--- config.mk ---
export PLATFORM = sky130hd
export DESIGN_NAME = bmp_stream_to_framebuffer_writer_core
export DESIGN_NICKNAME = d
export VERILOG_FILES = /design/src/design/bsfw_pkg.sv /design/src/design/bmp_stream_to_framebuffer_writer_core.sv /design/src/design/bsfw_front.sv /design/src/design/bsfw_queue.sv /design/src/design/bsfw_back.sv
export SDC_FILE = /design/constraint.sdc
export NUM_CORES = 2
export LEC_CHECK = 0
export BUFFER_PORTS_ARGS = -buffer_cell sky130_fd_sc_hd__buf_2
export CORE_AREA = 4 4 316 318
export DETAILED_ROUTE_END_ITERATION = 10
export DIE_AREA = 0 0 320 322
export GPL_ROUTABILITY_DRIVEN = 0
export PLACE_DENSITY = 0.71
export SLEW_MARGIN = 20
export SYNTH_ARGS = -nofsm -noshare
export SYNTH_HDL_FRONTEND = slang
export SYNTH_SLANG_ARGS = --single-unit
--- constraint.sdc ---
create_clock -name clk -period 7.07 [get_ports clk]
set_clock_uncertainty 0.2 [all_clocks]
set_input_delay 0.707 -clock clk [delete_from_list [all_inputs] [get_ports clk]]
set_output_delay 0.707 -clock clk [all_outputs]
set_load 0.02 [all_outputs]
--- src/design/bsfw_pkg.sv ---
// ----------------------------------------------------------------------------
// BMP stream to framebuffer writer: package
// Shared types and constants of the decoder.
// ----------------------------------------------------------------------------
`timescale 1ns / 1ps
`default_nettype none

package bsfw_pkg;

  localparam logic [2:0] CODE_NONE  = 3'd0;
  localparam logic [2:0] ERR_MAGIC  = 3'd0;
  localparam logic [2:0] ERR_HEADER = 3'd1;
  localparam logic [2:0] ERR_BPP    = 3'd2;
  localparam logic [2:0] ERR_COMP   = 3'd3;
  localparam logic [2:0] ERR_OFFSET = 3'd4;
  localparam logic [2:0] ERR_ORIGIN = 3'd5;

  localparam logic [1:0] REG_FB_WIDTH  = 2'd0;
  localparam logic [1:0] REG_FB_HEIGHT = 2'd1;
  localparam logic [1:0] REG_ORIGIN_X  = 2'd2;
  localparam logic [1:0] REG_ORIGIN_Y  = 2'd3;

  localparam int QUEUE_DEPTH = 4;
  localparam int QPTR_BITS   = 2;

  typedef struct packed {
    logic        is_error;
    logic [2:0]  code;
    logic [31:0] col;
    logic [31:0] row;
    logic [23:0] color;
  } rec_t;

endpackage

`default_nettype wire

--- src/design/bmp_stream_to_framebuffer_writer_core.sv ---
// ----------------------------------------------------------------------------
// BMP stream to framebuffer writer core
// Decodes an uncompressed 24 or 32 bpp BMP byte stream into framebuffer
// pixel writes and header error reports.
// ----------------------------------------------------------------------------
// Usage:
//   File bytes enter through push/full, one per cycle while full is low; a byte
//   with first_byte high starts a new image. Results leave through
//   empty/pop: a pixel write (x, y, 0xRRGGBB) for every visible pixel, or
//   one error request when the header is rejected at file byte 53.
//   A result reaches the output ports through the request queue, the
//   clipping stage register and the result buffer. The parser handles one
//   byte every cycle while full is low; the sustained rate is one byte
//   per cycle as long as the receiver pops.
//   When the receiver stalls, the four-entry result buffer and the
//   four-entry request queue fill, and full rises once the queue is full.
//   Reset empties both queues, restores the framebuffer registers to
//   1024 x 768 at origin 0,0, and treats the next byte as file byte 0.
//   The user writes the framebuffer registers through cfg_write, cfg_index
//   and cfg_data only while no image is in flight; the core does not enforce it.
// ----------------------------------------------------------------------------
`timescale 1ns / 1ps
`default_nettype none

module bmp_stream_to_framebuffer_writer_core (
  input  logic        clk,
  input  logic        rst,
  input  logic        push,
  output logic        full,
  input  logic [7:0]  data_byte,
  input  logic        first_byte,
  output logic        empty,
  input  logic        pop,
  output logic        is_error,
  output logic [2:0]  error_code,
  output logic [15:0] pixel_x,
  output logic [15:0] pixel_y,
  output logic [23:0] color,
  input  logic        cfg_write,
  input  logic [1:0]  cfg_index,
  input  logic [15:0] cfg_data
);

  logic [15:0]    fb_width;
  logic [15:0]    fb_height;
  logic [15:0]    origin_x;
  logic [15:0]    origin_y;
  logic           accept;
  logic           rec_valid;
  bsfw_pkg::rec_t rec;
  bsfw_pkg::rec_t q_head;
  logic           q_empty;
  logic           q_pop;

  always_ff @(posedge clk) begin
    if (rst) begin
      fb_width  <= 16'd1024;
      fb_height <= 16'd768;
      origin_x  <= 16'd0;
      origin_y  <= 16'd0;
    end else if (cfg_write) begin
      case (cfg_index)
        bsfw_pkg::REG_FB_WIDTH:  fb_width  <= cfg_data;
        bsfw_pkg::REG_FB_HEIGHT: fb_height <= cfg_data;
        bsfw_pkg::REG_ORIGIN_X:  origin_x  <= cfg_data;
        bsfw_pkg::REG_ORIGIN_Y:  origin_y  <= cfg_data;
        default: ;
      endcase
    end
  end

  assign accept = push && !full;

  bsfw_front u_front (
    .clk        (clk),
    .rst        (rst),
    .byte_valid (accept),
    .data_byte  (data_byte),
    .first_byte (first_byte),
    .fb_width   (fb_width),
    .fb_height  (fb_height),
    .origin_x   (origin_x),
    .origin_y   (origin_y),
    .rec_valid  (rec_valid),
    .rec        (rec)
  );

  bsfw_queue u_queue (
    .clk       (clk),
    .rst       (rst),
    .push      (accept && rec_valid),
    .push_data (rec),
    .pop       (q_pop),
    .head      (q_head),
    .full      (full),
    .empty     (q_empty)
  );

  bsfw_back u_back (
    .clk        (clk),
    .rst        (rst),
    .q_empty    (q_empty),
    .q_head     (q_head),
    .q_pop      (q_pop),
    .fb_width   (fb_width),
    .fb_height  (fb_height),
    .origin_x   (origin_x),
    .origin_y   (origin_y),
    .pop        (pop),
    .empty      (empty),
    .is_error   (is_error),
    .error_code (error_code),
    .pixel_x    (pixel_x),
    .pixel_y    (pixel_y),
    .color      (color)
  );

endmodule

`default_nettype wire

--- src/design/bsfw_front.sv ---
// ----------------------------------------------------------------------------
// BMP stream to framebuffer writer: byte parser
// Parses the headers, skips to the pixel data, assembles pixels and tracks
// rows, and emits one request per finished pixel or rejected image.
// ----------------------------------------------------------------------------
`timescale 1ns / 1ps
`default_nettype none

module bsfw_front (
  input  logic             clk,
  input  logic             rst,
  input  logic             byte_valid,
  input  logic [7:0]       data_byte,
  input  logic             first_byte,
  input  logic [15:0]      fb_width,
  input  logic [15:0]      fb_height,
  input  logic [15:0]      origin_x,
  input  logic [15:0]      origin_y,
  output logic             rec_valid,
  output bsfw_pkg::rec_t   rec
);

  typedef enum logic [2:0] {
    PH_HEADER = 3'b001,
    PH_PIXELS = 3'b010,
    PH_DONE   = 3'b100
  } phase_t;

  localparam logic [5:0]  POS_MAGIC  = 6'd1;
  localparam logic [5:0]  POS_OFFSET = 6'd13;
  localparam logic [5:0]  POS_INFO   = 6'd17;
  localparam logic [5:0]  POS_WIDTH  = 6'd21;
  localparam logic [5:0]  POS_HEIGHT = 6'd25;
  localparam logic [5:0]  POS_ABS    = 6'd26;
  localparam logic [5:0]  POS_PLANES = 6'd27;
  localparam logic [5:0]  POS_BPP    = 6'd29;
  localparam logic [5:0]  POS_COMP   = 6'd33;
  localparam logic [5:0]  POS_LAST   = 6'd53;
  localparam logic [15:0] MAGIC_BM   = 16'h4D42;
  localparam logic [31:0] MIN_INFO   = 32'd40;
  localparam logic [31:0] MIN_OFFSET = 32'd54;
  localparam logic [15:0] BPP_24     = 16'd24;
  localparam logic [15:0] BPP_32     = 16'd32;

  phase_t      phase, phase_next;
  logic [31:0] pos, pos_next;
  logic [31:0] scratch, scratch_next;
  logic [31:0] offset, offset_next;
  logic [31:0] img_width, img_width_next;
  logic [31:0] img_height, img_height_next;
  logic        bpp4, bpp4_next;
  logic        err_valid, err_valid_next;
  logic [2:0]  err_code, err_code_next;
  logic [31:0] abs_h, abs_h_next;
  logic [31:0] disp_init, disp_init_next;
  logic [31:0] rows_left, rows_left_next;
  logic [31:0] disp, disp_next;
  logic [1:0]  bir, bir_next;
  logic [31:0] col, col_next;
  logic [23:0] asm_px, asm_px_next;

  phase_t      phase_c;
  logic [31:0] pos_c;
  logic [31:0] scr_c;
  logic        errv_c;
  logic [2:0]  errc_c;
  logic [1:0]  pad;

  assign phase_c = first_byte ? PH_HEADER : phase;
  assign pos_c   = first_byte ? 32'd0 : pos;
  assign scr_c   = first_byte ? 32'd0 : scratch;
  assign errv_c  = first_byte ? 1'b0 : err_valid;
  assign errc_c  = first_byte ? bsfw_pkg::CODE_NONE : err_code;
  assign pad     = bpp4 ? 2'd0 : img_width[1:0];

  always_comb begin
    logic [31:0] scr_new;
    logic        fail;
    logic [2:0]  fcode;
    logic        lfail4;
    logic        lfail5;
    logic [2:0]  bir3;
    logic        finish;
    logic [23:0] asm_b;

    phase_next      = phase_c;
    pos_next        = pos_c;
    scratch_next    = scr_c;
    offset_next     = offset;
    img_width_next  = img_width;
    img_height_next = img_height;
    bpp4_next       = bpp4;
    err_valid_next  = errv_c;
    err_code_next   = errc_c;
    abs_h_next      = abs_h;
    disp_init_next  = disp_init;
    rows_left_next  = rows_left;
    disp_next       = disp;
    bir_next        = bir;
    col_next        = col;
    asm_px_next     = asm_px;
    rec_valid       = 1'b0;
    rec             = '0;
    scr_new         = {data_byte, scr_c[31:8]};
    fail            = 1'b0;
    fcode           = bsfw_pkg::ERR_MAGIC;
    lfail4          = 1'b0;
    lfail5          = 1'b0;
    bir3            = {1'b0, bir} + 3'd1;
    finish          = 1'b0;
    asm_b           = asm_px;

    case (phase_c)
      PH_HEADER: begin
        scratch_next = scr_new;
        pos_next     = pos_c + 32'd1;
        case (pos_c[5:0])
          POS_MAGIC: begin
            fail  = scr_new[31:16] != MAGIC_BM;
            fcode = bsfw_pkg::ERR_MAGIC;
          end
          POS_OFFSET: offset_next = scr_new;
          POS_INFO: begin
            fail  = scr_new < MIN_INFO;
            fcode = bsfw_pkg::ERR_HEADER;
          end
          POS_WIDTH:  img_width_next = scr_new;
          POS_HEIGHT: img_height_next = scr_new;
          POS_ABS: begin
            abs_h_next     = img_height[31] ? (32'd0 - img_height) : img_height;
            disp_init_next = img_height - 32'd1;
          end
          POS_PLANES: begin
            fail  = scr_new[31:16] != 16'd1;
            fcode = bsfw_pkg::ERR_HEADER;
          end
          POS_BPP: begin
            if (scr_new[31:16] == BPP_24) begin
              bpp4_next = 1'b0;
            end else if (scr_new[31:16] == BPP_32) begin
              bpp4_next = 1'b1;
            end else begin
              fail  = 1'b1;
              fcode = bsfw_pkg::ERR_BPP;
            end
          end
          POS_COMP: begin
            fail  = scr_new != 32'd0;
            fcode = bsfw_pkg::ERR_COMP;
          end
          POS_LAST: begin
            lfail4      = offset < MIN_OFFSET;
            lfail5      = (origin_x >= fb_width) || (origin_y >= fb_height);
            col_next    = 32'd0;
            bir_next    = 2'd0;
            asm_px_next = 24'd0;
            rows_left_next = abs_h;
            disp_next   = img_height[31] ? 32'd0 : disp_init;
            if (errv_c || lfail4 || lfail5) begin
              rec_valid    = 1'b1;
              rec.is_error = 1'b1;
              rec.code     = errv_c ? errc_c :
                             (lfail4 ? bsfw_pkg::ERR_OFFSET : bsfw_pkg::ERR_ORIGIN);
              phase_next   = PH_DONE;
            end else if (img_width[31] || img_width == 32'd0 || abs_h == 32'd0) begin
              phase_next = PH_DONE;
            end else begin
              phase_next = PH_PIXELS;
            end
          end
          default: ;
        endcase
        if (fail && !errv_c) begin
          err_valid_next = 1'b1;
          err_code_next  = fcode;
        end
      end
      PH_PIXELS: begin
        if (pos < offset) begin
          pos_next = pos + 32'd1;
        end else if (col >= img_width) begin
          if (bir3 >= {1'b0, pad}) begin
            finish = 1'b1;
          end else begin
            bir_next = bir3[1:0];
          end
        end else begin
          case (bir)
            2'd0:    asm_b[7:0]   = data_byte;
            2'd1:    asm_b[15:8]  = data_byte;
            2'd2:    asm_b[23:16] = data_byte;
            default: ;
          endcase
          if (bir3 < (bpp4 ? 3'd4 : 3'd3)) begin
            bir_next    = bir3[1:0];
            asm_px_next = asm_b;
          end else begin
            rec_valid   = 1'b1;
            rec.col     = col;
            rec.row     = disp;
            rec.color   = asm_b;
            asm_px_next = 24'd0;
            bir_next    = 2'd0;
            col_next    = col + 32'd1;
            if ((col + 32'd1 == img_width) && pad == 2'd0) begin
              finish = 1'b1;
            end
          end
        end
        if (finish) begin
          col_next       = 32'd0;
          bir_next       = 2'd0;
          rows_left_next = rows_left - 32'd1;
          disp_next      = img_height[31] ? (disp + 32'd1) : (disp - 32'd1);
          if (rows_left == 32'd1) begin
            phase_next = PH_DONE;
          end
        end
      end
      default: ;
    endcase
  end

  always_ff @(posedge clk) begin
    if (rst) begin
      phase      <= PH_HEADER;
      pos        <= 32'd0;
      scratch    <= 32'd0;
      offset     <= 32'd0;
      img_width  <= 32'd0;
      img_height <= 32'd0;
      bpp4       <= 1'b0;
      err_valid  <= 1'b0;
      err_code   <= bsfw_pkg::CODE_NONE;
      abs_h      <= 32'd0;
      disp_init  <= 32'd0;
      rows_left  <= 32'd0;
      disp       <= 32'd0;
      bir        <= 2'd0;
      col        <= 32'd0;
      asm_px     <= 24'd0;
    end else if (byte_valid) begin
      phase      <= phase_next;
      pos        <= pos_next;
      scratch    <= scratch_next;
      offset     <= offset_next;
      img_width  <= img_width_next;
      img_height <= img_height_next;
      bpp4       <= bpp4_next;
      err_valid  <= err_valid_next;
      err_code   <= err_code_next;
      abs_h      <= abs_h_next;
      disp_init  <= disp_init_next;
      rows_left  <= rows_left_next;
      disp       <= disp_next;
      bir        <= bir_next;
      col        <= col_next;
      asm_px     <= asm_px_next;
    end
  end

endmodule

`default_nettype wire

--- src/design/bsfw_queue.sv ---
// ----------------------------------------------------------------------------
// BMP stream to framebuffer writer: request queue
// Small queue that decouples the byte parser from the clipping stage.
// ----------------------------------------------------------------------------
`timescale 1ns / 1ps
`default_nettype none

module bsfw_queue (
  input  logic           clk,
  input  logic           rst,
  input  logic           push,
  input  bsfw_pkg::rec_t push_data,
  input  logic           pop,
  output bsfw_pkg::rec_t head,
  output logic           full,
  output logic           empty
);

  bsfw_pkg::rec_t                 mem [bsfw_pkg::QUEUE_DEPTH];
  logic [bsfw_pkg::QPTR_BITS-1:0] wr_ptr;
  logic [bsfw_pkg::QPTR_BITS-1:0] rd_ptr;
  logic [bsfw_pkg::QPTR_BITS:0]   count;

  assign full  = count == (bsfw_pkg::QPTR_BITS + 1)'(bsfw_pkg::QUEUE_DEPTH);
  assign empty = count == '0;
  assign head  = mem[rd_ptr];

  always_ff @(posedge clk) begin
    if (push) begin
      mem[wr_ptr] <= push_data;
    end
  end

  always_ff @(posedge clk) begin
    if (rst) begin
      wr_ptr <= '0;
      rd_ptr <= '0;
      count  <= '0;
    end else begin
      if (push) begin
        wr_ptr <= wr_ptr + 1'b1;
      end
      if (pop) begin
        rd_ptr <= rd_ptr + 1'b1;
      end
      if (push && !pop) begin
        count <= count + 1'b1;
      end else if (pop && !push) begin
        count <= count - 1'b1;
      end
    end
  end

endmodule

`default_nettype wire

--- src/design/bsfw_back.sv ---
// ----------------------------------------------------------------------------
// BMP stream to framebuffer writer: clipping and result buffer
// Places each pixel at the origin, drops what falls off the framebuffer and
// buffers the results for the receiver.
// ----------------------------------------------------------------------------
`timescale 1ns / 1ps
`default_nettype none

module bsfw_back (
  input  logic           clk,
  input  logic           rst,
  input  logic           q_empty,
  input  bsfw_pkg::rec_t q_head,
  output logic           q_pop,
  input  logic [15:0]    fb_width,
  input  logic [15:0]    fb_height,
  input  logic [15:0]    origin_x,
  input  logic [15:0]    origin_y,
  input  logic           pop,
  output logic           empty,
  output logic           is_error,
  output logic [2:0]     error_code,
  output logic [15:0]    pixel_x,
  output logic [15:0]    pixel_y,
  output logic [23:0]    color
);

  localparam int OUT_DEPTH = 4;
  localparam int OPTR_BITS = 2;

  typedef struct packed {
    logic        is_error;
    logic [2:0]  code;
    logic [15:0] x;
    logic [15:0] y;
    logic [23:0] color;
  } out_t;

  logic          s1_valid;
  logic          s1_err;
  logic [2:0]    s1_code;
  logic [32:0]   s1_px;
  logic [32:0]   s1_py;
  logic [23:0]   s1_color;
  logic          visible;
  logic          opush;
  logic          opop;
  out_t          oentry;
  out_t          omem [OUT_DEPTH];
  logic [OPTR_BITS-1:0] owr;
  logic [OPTR_BITS-1:0] ord;
  logic [OPTR_BITS:0]   ocount;

  assign q_pop = !q_empty &&
                 (({1'b0, ocount} + {{(OPTR_BITS + 1){1'b0}}, s1_valid})
                  < (OPTR_BITS + 2)'(OUT_DEPTH));

  always_ff @(posedge clk) begin
    if (rst) begin
      s1_valid <= 1'b0;
    end else begin
      s1_valid <= q_pop;
    end
  end

  always_ff @(posedge clk) begin
    if (q_pop) begin
      s1_err   <= q_head.is_error;
      s1_code  <= q_head.code;
      s1_px    <= {17'd0, origin_x} + {1'b0, q_head.col};
      s1_py    <= {17'd0, origin_y} + {1'b0, q_head.row};
      s1_color <= q_head.color;
    end
  end

  assign visible = s1_err ||
                   ((s1_px < {17'd0, fb_width}) && (s1_py < {17'd0, fb_height}));
  assign opush   = s1_valid && visible;
  assign opop    = pop && !empty;

  always_comb begin
    oentry.is_error = s1_err;
    oentry.code     = s1_err ? s1_code : bsfw_pkg::CODE_NONE;
    oentry.x        = s1_err ? 16'd0 : s1_px[15:0];
    oentry.y        = s1_err ? 16'd0 : s1_py[15:0];
    oentry.color    = s1_err ? 24'd0 : s1_color;
  end

  always_ff @(posedge clk) begin
    if (opush) begin
      omem[owr] <= oentry;
    end
  end

  always_ff @(posedge clk) begin
    if (rst) begin
      owr    <= '0;
      ord    <= '0;
      ocount <= '0;
    end else begin
      if (opush) begin
        owr <= owr + 1'b1;
      end
      if (opop) begin
        ord <= ord + 1'b1;
      end
      if (opush && !opop) begin
        ocount <= ocount + 1'b1;
      end else if (opop && !opush) begin
        ocount <= ocount - 1'b1;
      end
    end
  end

  assign empty      = ocount == '0;
  assign is_error   = omem[ord].is_error;
  assign error_code = omem[ord].code;
  assign pixel_x    = omem[ord].x;
  assign pixel_y    = omem[ord].y;
  assign color      = omem[ord].color;

endmodule

`default_nettype wire

==> impl_summary.log <==
[metrics] run status: finished clean
[metrics] Post-Synth Adder-Cell Area: 5.21%
[metrics] Sequential cell area: 29,700 um2
[metrics] EDFF count, synth: 702
[metrics] wire length of the first global-routing pass: 201,000 um
[metrics] multi-input logic area: 21,900 um2
[metrics] critical register-to-register path startpoint: u_front.col[5]
[metrics] destination of the worst register-to-register timing path: u_queue.mem[3][7]
[metrics] area added between synthesis and finish: 10.4%
[metrics] most used cell along the critical path: sky130_fd_sc_hd__buf_4
[metrics] Synth Area in Simple Gates: 14.4%
[metrics] clock tree from TritonCTS: done
[metrics] HPWL after detailed placement: 87,000 um
[metrics] category of cells accounting for the largest share of critical-path delay: compound AO/OA/AOI/OAI gates
[metrics] clock slew seen by the registers of the worst setup and hold paths: 60 ps
[metrics] Max Cap Viol: 0
[metrics] count of cells resized by post-cts repair: 0
[metrics] Rel. slew slack: 26.8%
[metrics] XOR/XNOR Fraction of Synth Area: 3.06%
[metrics] TritonCTS sink count: 1,131
[metrics] slack of the worst reg-to-reg path: 1880 ps
[metrics] area of the core: 96,600 um2
[metrics] mean instance size in the synthesized netlist: 11.3 um2
[metrics] maximum fanout along the worst path: 49
[metrics] Crit path arrival time: 5370 ps
[metrics] WL/cell: 21.1 um
[metrics] total count of hold-check failures in the final report: 0
[metrics] gr usage total: 24.5%
[metrics] detailed-router iteration count before antenna repair: 5
[metrics] portion of the post-synthesis area used by sequential elements: 55.8%
[metrics] Leakage: 19.2 nW
[metrics] kind of critical path: reg2reg
[metrics] CP cell instances: ha_1, and4_1, a221o_1, o311ai_1, a41o_1, and3_1, buf_4, nand3_1, buf_4, a21oi_1, and2_4, buf_4
[metrics] cell count of the worst reg-to-reg path: 12
[metrics] post-CTS setup buffer count: 0
[metrics] root buffer cell: sky130_fd_sc_hd__clkbuf_16
[metrics] overall die width: 320 um
[metrics] clk buf depth: 3
[metrics] fraction of the cycle the final worst path needs: 73.4%
[metrics] critical path buffer and inverter count: 3
[metrics] Max rail drop VDD: 0.000242 V
[metrics] Detailed Route WL: 128,000 um
[metrics] number of nets with antenna violations after routing: 0
[metrics] Power Density: 277 nW/um2
[metrics] Main synth FF type: sky130_fd_sc_hd__edfxtp_1
[metrics] unrepaired setup endpoints after global routing: false
[metrics] Cell variety after synth: 96
[metrics] HP Start: cfg_data[4]
[metrics] start point of the critical path: u_front.col[5]
[metrics] most common cell after layout, fill and taps aside: sky130_fd_sc_hd__edfxtp_1
[metrics] syn nets: 4,947
[metrics] fraction of layout cells with a size suffix above 1: 11.6%
[metrics] Iteration-0 DRC Markers: 3,225
[metrics] Worst Max-Slew Pin Slew: 1100 ps
[metrics] I/O pin total: 94
[metrics] cell count along the critical path: 12
[metrics] total via count in the routed design: 36.5k
[metrics] element type at the critical path end: flip-flop
[metrics] count of non-filler cells in the finished layout: 6,071
[metrics] filler cell count in the final layout: 7,579
[metrics] maximum clock frequency: 193 MHz
[metrics] final setup violating endpoints: 0
[metrics] number of vias per cell after detailed routing: 6.01
[metrics] required time of the critical path: 7250 ps
[metrics] # nets final: 4,946
[metrics] height of the die: 322 um
[metrics] FFs w/ async S/R, synth: 0%
[metrics] Die Area: 103,000 um2
[metrics] vias in the first global route: 34.9k
[metrics] row count: 114
[metrics] CTS Hold Buffers Added: 0
[metrics] slowest library cell on the worst path: sky130_fd_sc_hd__and2_4
[metrics] combinational family with the most area after synthesis: simple AND/OR/NAND/NOR gates
[metrics] leading cell types in the layout, fill and taps excluded: 702 x sky130_fd_sc_hd__edfxtp_1, 581 x sky130_fd_sc_hd__nand2_1, 425 x sky130_fd_sc_hd__dfxtp_1, 365 x sky130_fd_sc_hd__nor2_1, 365 x sky130_fd_sc_hd__a21oi_1
[metrics] DRC violation count after routing: 0
[metrics] post-synthesis instance area: 53,200 um2
[metrics] max-slew violations: 0
[metrics] post-route setup TNS: 0 ps
[metrics] antenna violations before repair: 1
[metrics] synthesis-stage register bit count: 1,131
[metrics] clock period minus worst slack: 5190 ps
[metrics] multiplexer share of the synthesized area: 7.15%
[metrics] Mapped Cells: 4,697
[metrics] post-placement cell count: 5,858
[metrics] largest stage delay on the critical path: 730 ps
[metrics] Worst setup SP type: flip-flop
[metrics] Port Buffer Count: 93
[metrics] maximum number of pins on one net before global-route repair: 206
[metrics] depth of the CTS H-tree: 3
[metrics] latest clock arrival within the worst-skew pair: 730 ps
[metrics] classification of the worst-slack hold path: in2reg
[metrics] gr ovfl total: 0
[metrics] effective utilization at floorplan: 55.1%
[metrics] Setup crit end: u_queue.mem[3][7]
[metrics] total clock buffers created by CTS: 112
[metrics] compound-cell area share of the yosys netlist: 11.2%
[metrics] yosys warns: 0
[area by class of cell]
cell class,count,share of cell area [%]
diodes,2,0.00853
clock buffers,148,5.25
clock inverters,63,1.48
inverters,171,1.10
multi-input cells,3131,37.3
flip-flops and latches,1131,50.6
well taps,1276,2.72
repair buffers,149,1.58
[routing by layer]
layer | vias to the layer above | GRT usage, % | share of wire [%]
met1 | 17700 | 35.1 | 44
met5 | - | 0 | 0
met3 | 250 | 3.36 | 6.3
li1 | 17300 | - | -
met4 | 0 | 8.59 | 3.6
met2 | 1281 | 38.7 | 46
[cells in the mapped netlist, drive strengths merged (56+ instances only)]
cell	count	area (um2)
xor2	84	736
ha	212	2650
a21o	56	420
a211oi	107	833
nand3	75	380
dfxtp	429	8590
nor2b	102	638
nor2	369	1400
a21oi	366	1840
inv	171	642
and2	81	507
xnor2	102	893
nor4	66	455
nor3	78	400
o21ai	141	706
clkbuf	207	780
nand2	583	2190
mux4	151	3400
buf	57	287
edfxtp	702	21100
[per-stage QoR]
| step | worst slack (ps) | total power, mW | utilization (%) | hold slack [ps] | area (um2) |
|---|---|---|---|---|---|
| after floorplan | 1400 | 9.41 | - | 227 | 53200 |
| after global placement | 1950 | 10.1 | 56.7 | 237 | 54700 |
| after detailed placement | 1850 | 10.1 | 56.7 | 239 | 54700 |
| after CTS | 1870 | 16.4 | 60.8 | 23.7 | 58700 |
| after global routing | 1600 | 16.9 | 60.8 | 43.3 | 58700 |
| final | 1880 | 16.2 | 60.8 | 67.4 | 58700 |
[sequential cells by signal, indices dropped and copies added (netlist names), 33 cells and up, named ones only]
signal,count
u_back.omem,240
u_back.s1_px,33
u_back.s1_py,33
u_queue.mem,368
[logic make-up after synthesis]
family / count (synthesis)
AO/OA/AOI/OAI: 947
buffers and inverters: 435
AND/OR/NAND/NOR: 1589
multiplexers: 191
adder cells (fa/ha/maj): 218
XOR/XNOR: 186
flip-flops: 1131
[where the power goes]
group	internal (mW)	switching, mW	total [mW]	leakage, nW
clock	3.67	2.59	6.26	1.93
combinational	0.838	1.37	2.21	8.31
sequential	7.49	0.283	7.77	8.93
total	12.0	4.24	16.2	19.2
[worst min-delay path by stage]
stage / end / slack, ps / depth (start not counted)
global placement: u_front.err_code[1] / 240 / 2
global route: fb_height[15] / 40 / 3
finish: fb_height[4] / 70 / 3
CTS: fb_height[4] / 20 / 3
detailed placement: u_front.err_code[1] / 240 / 2
floorplan: u_front.err_code[1] / 230 / 2
[worst reg2reg max path, cell delays in order (launching register included)]
cell and delay (ps):
sky130_fd_sc_hd__dfxtp_1 550, sky130_fd_sc_hd__ha_1 310, sky130_fd_sc_hd__and4_1 210, sky130_fd_sc_hd__a221o_1 350, sky130_fd_sc_hd__o311ai_1 420, sky130_fd_sc_hd__a41o_1 290, sky130_fd_sc_hd__and3_1 160, sky130_fd_sc_hd__buf_4 240
sky130_fd_sc_hd__nand3_1 120, sky130_fd_sc_hd__buf_4 270, sky130_fd_sc_hd__a21oi_1 540, sky130_fd_sc_hd__and2_4 730, sky130_fd_sc_hd__buf_4 490
Power figures use the tool's default switching activity.
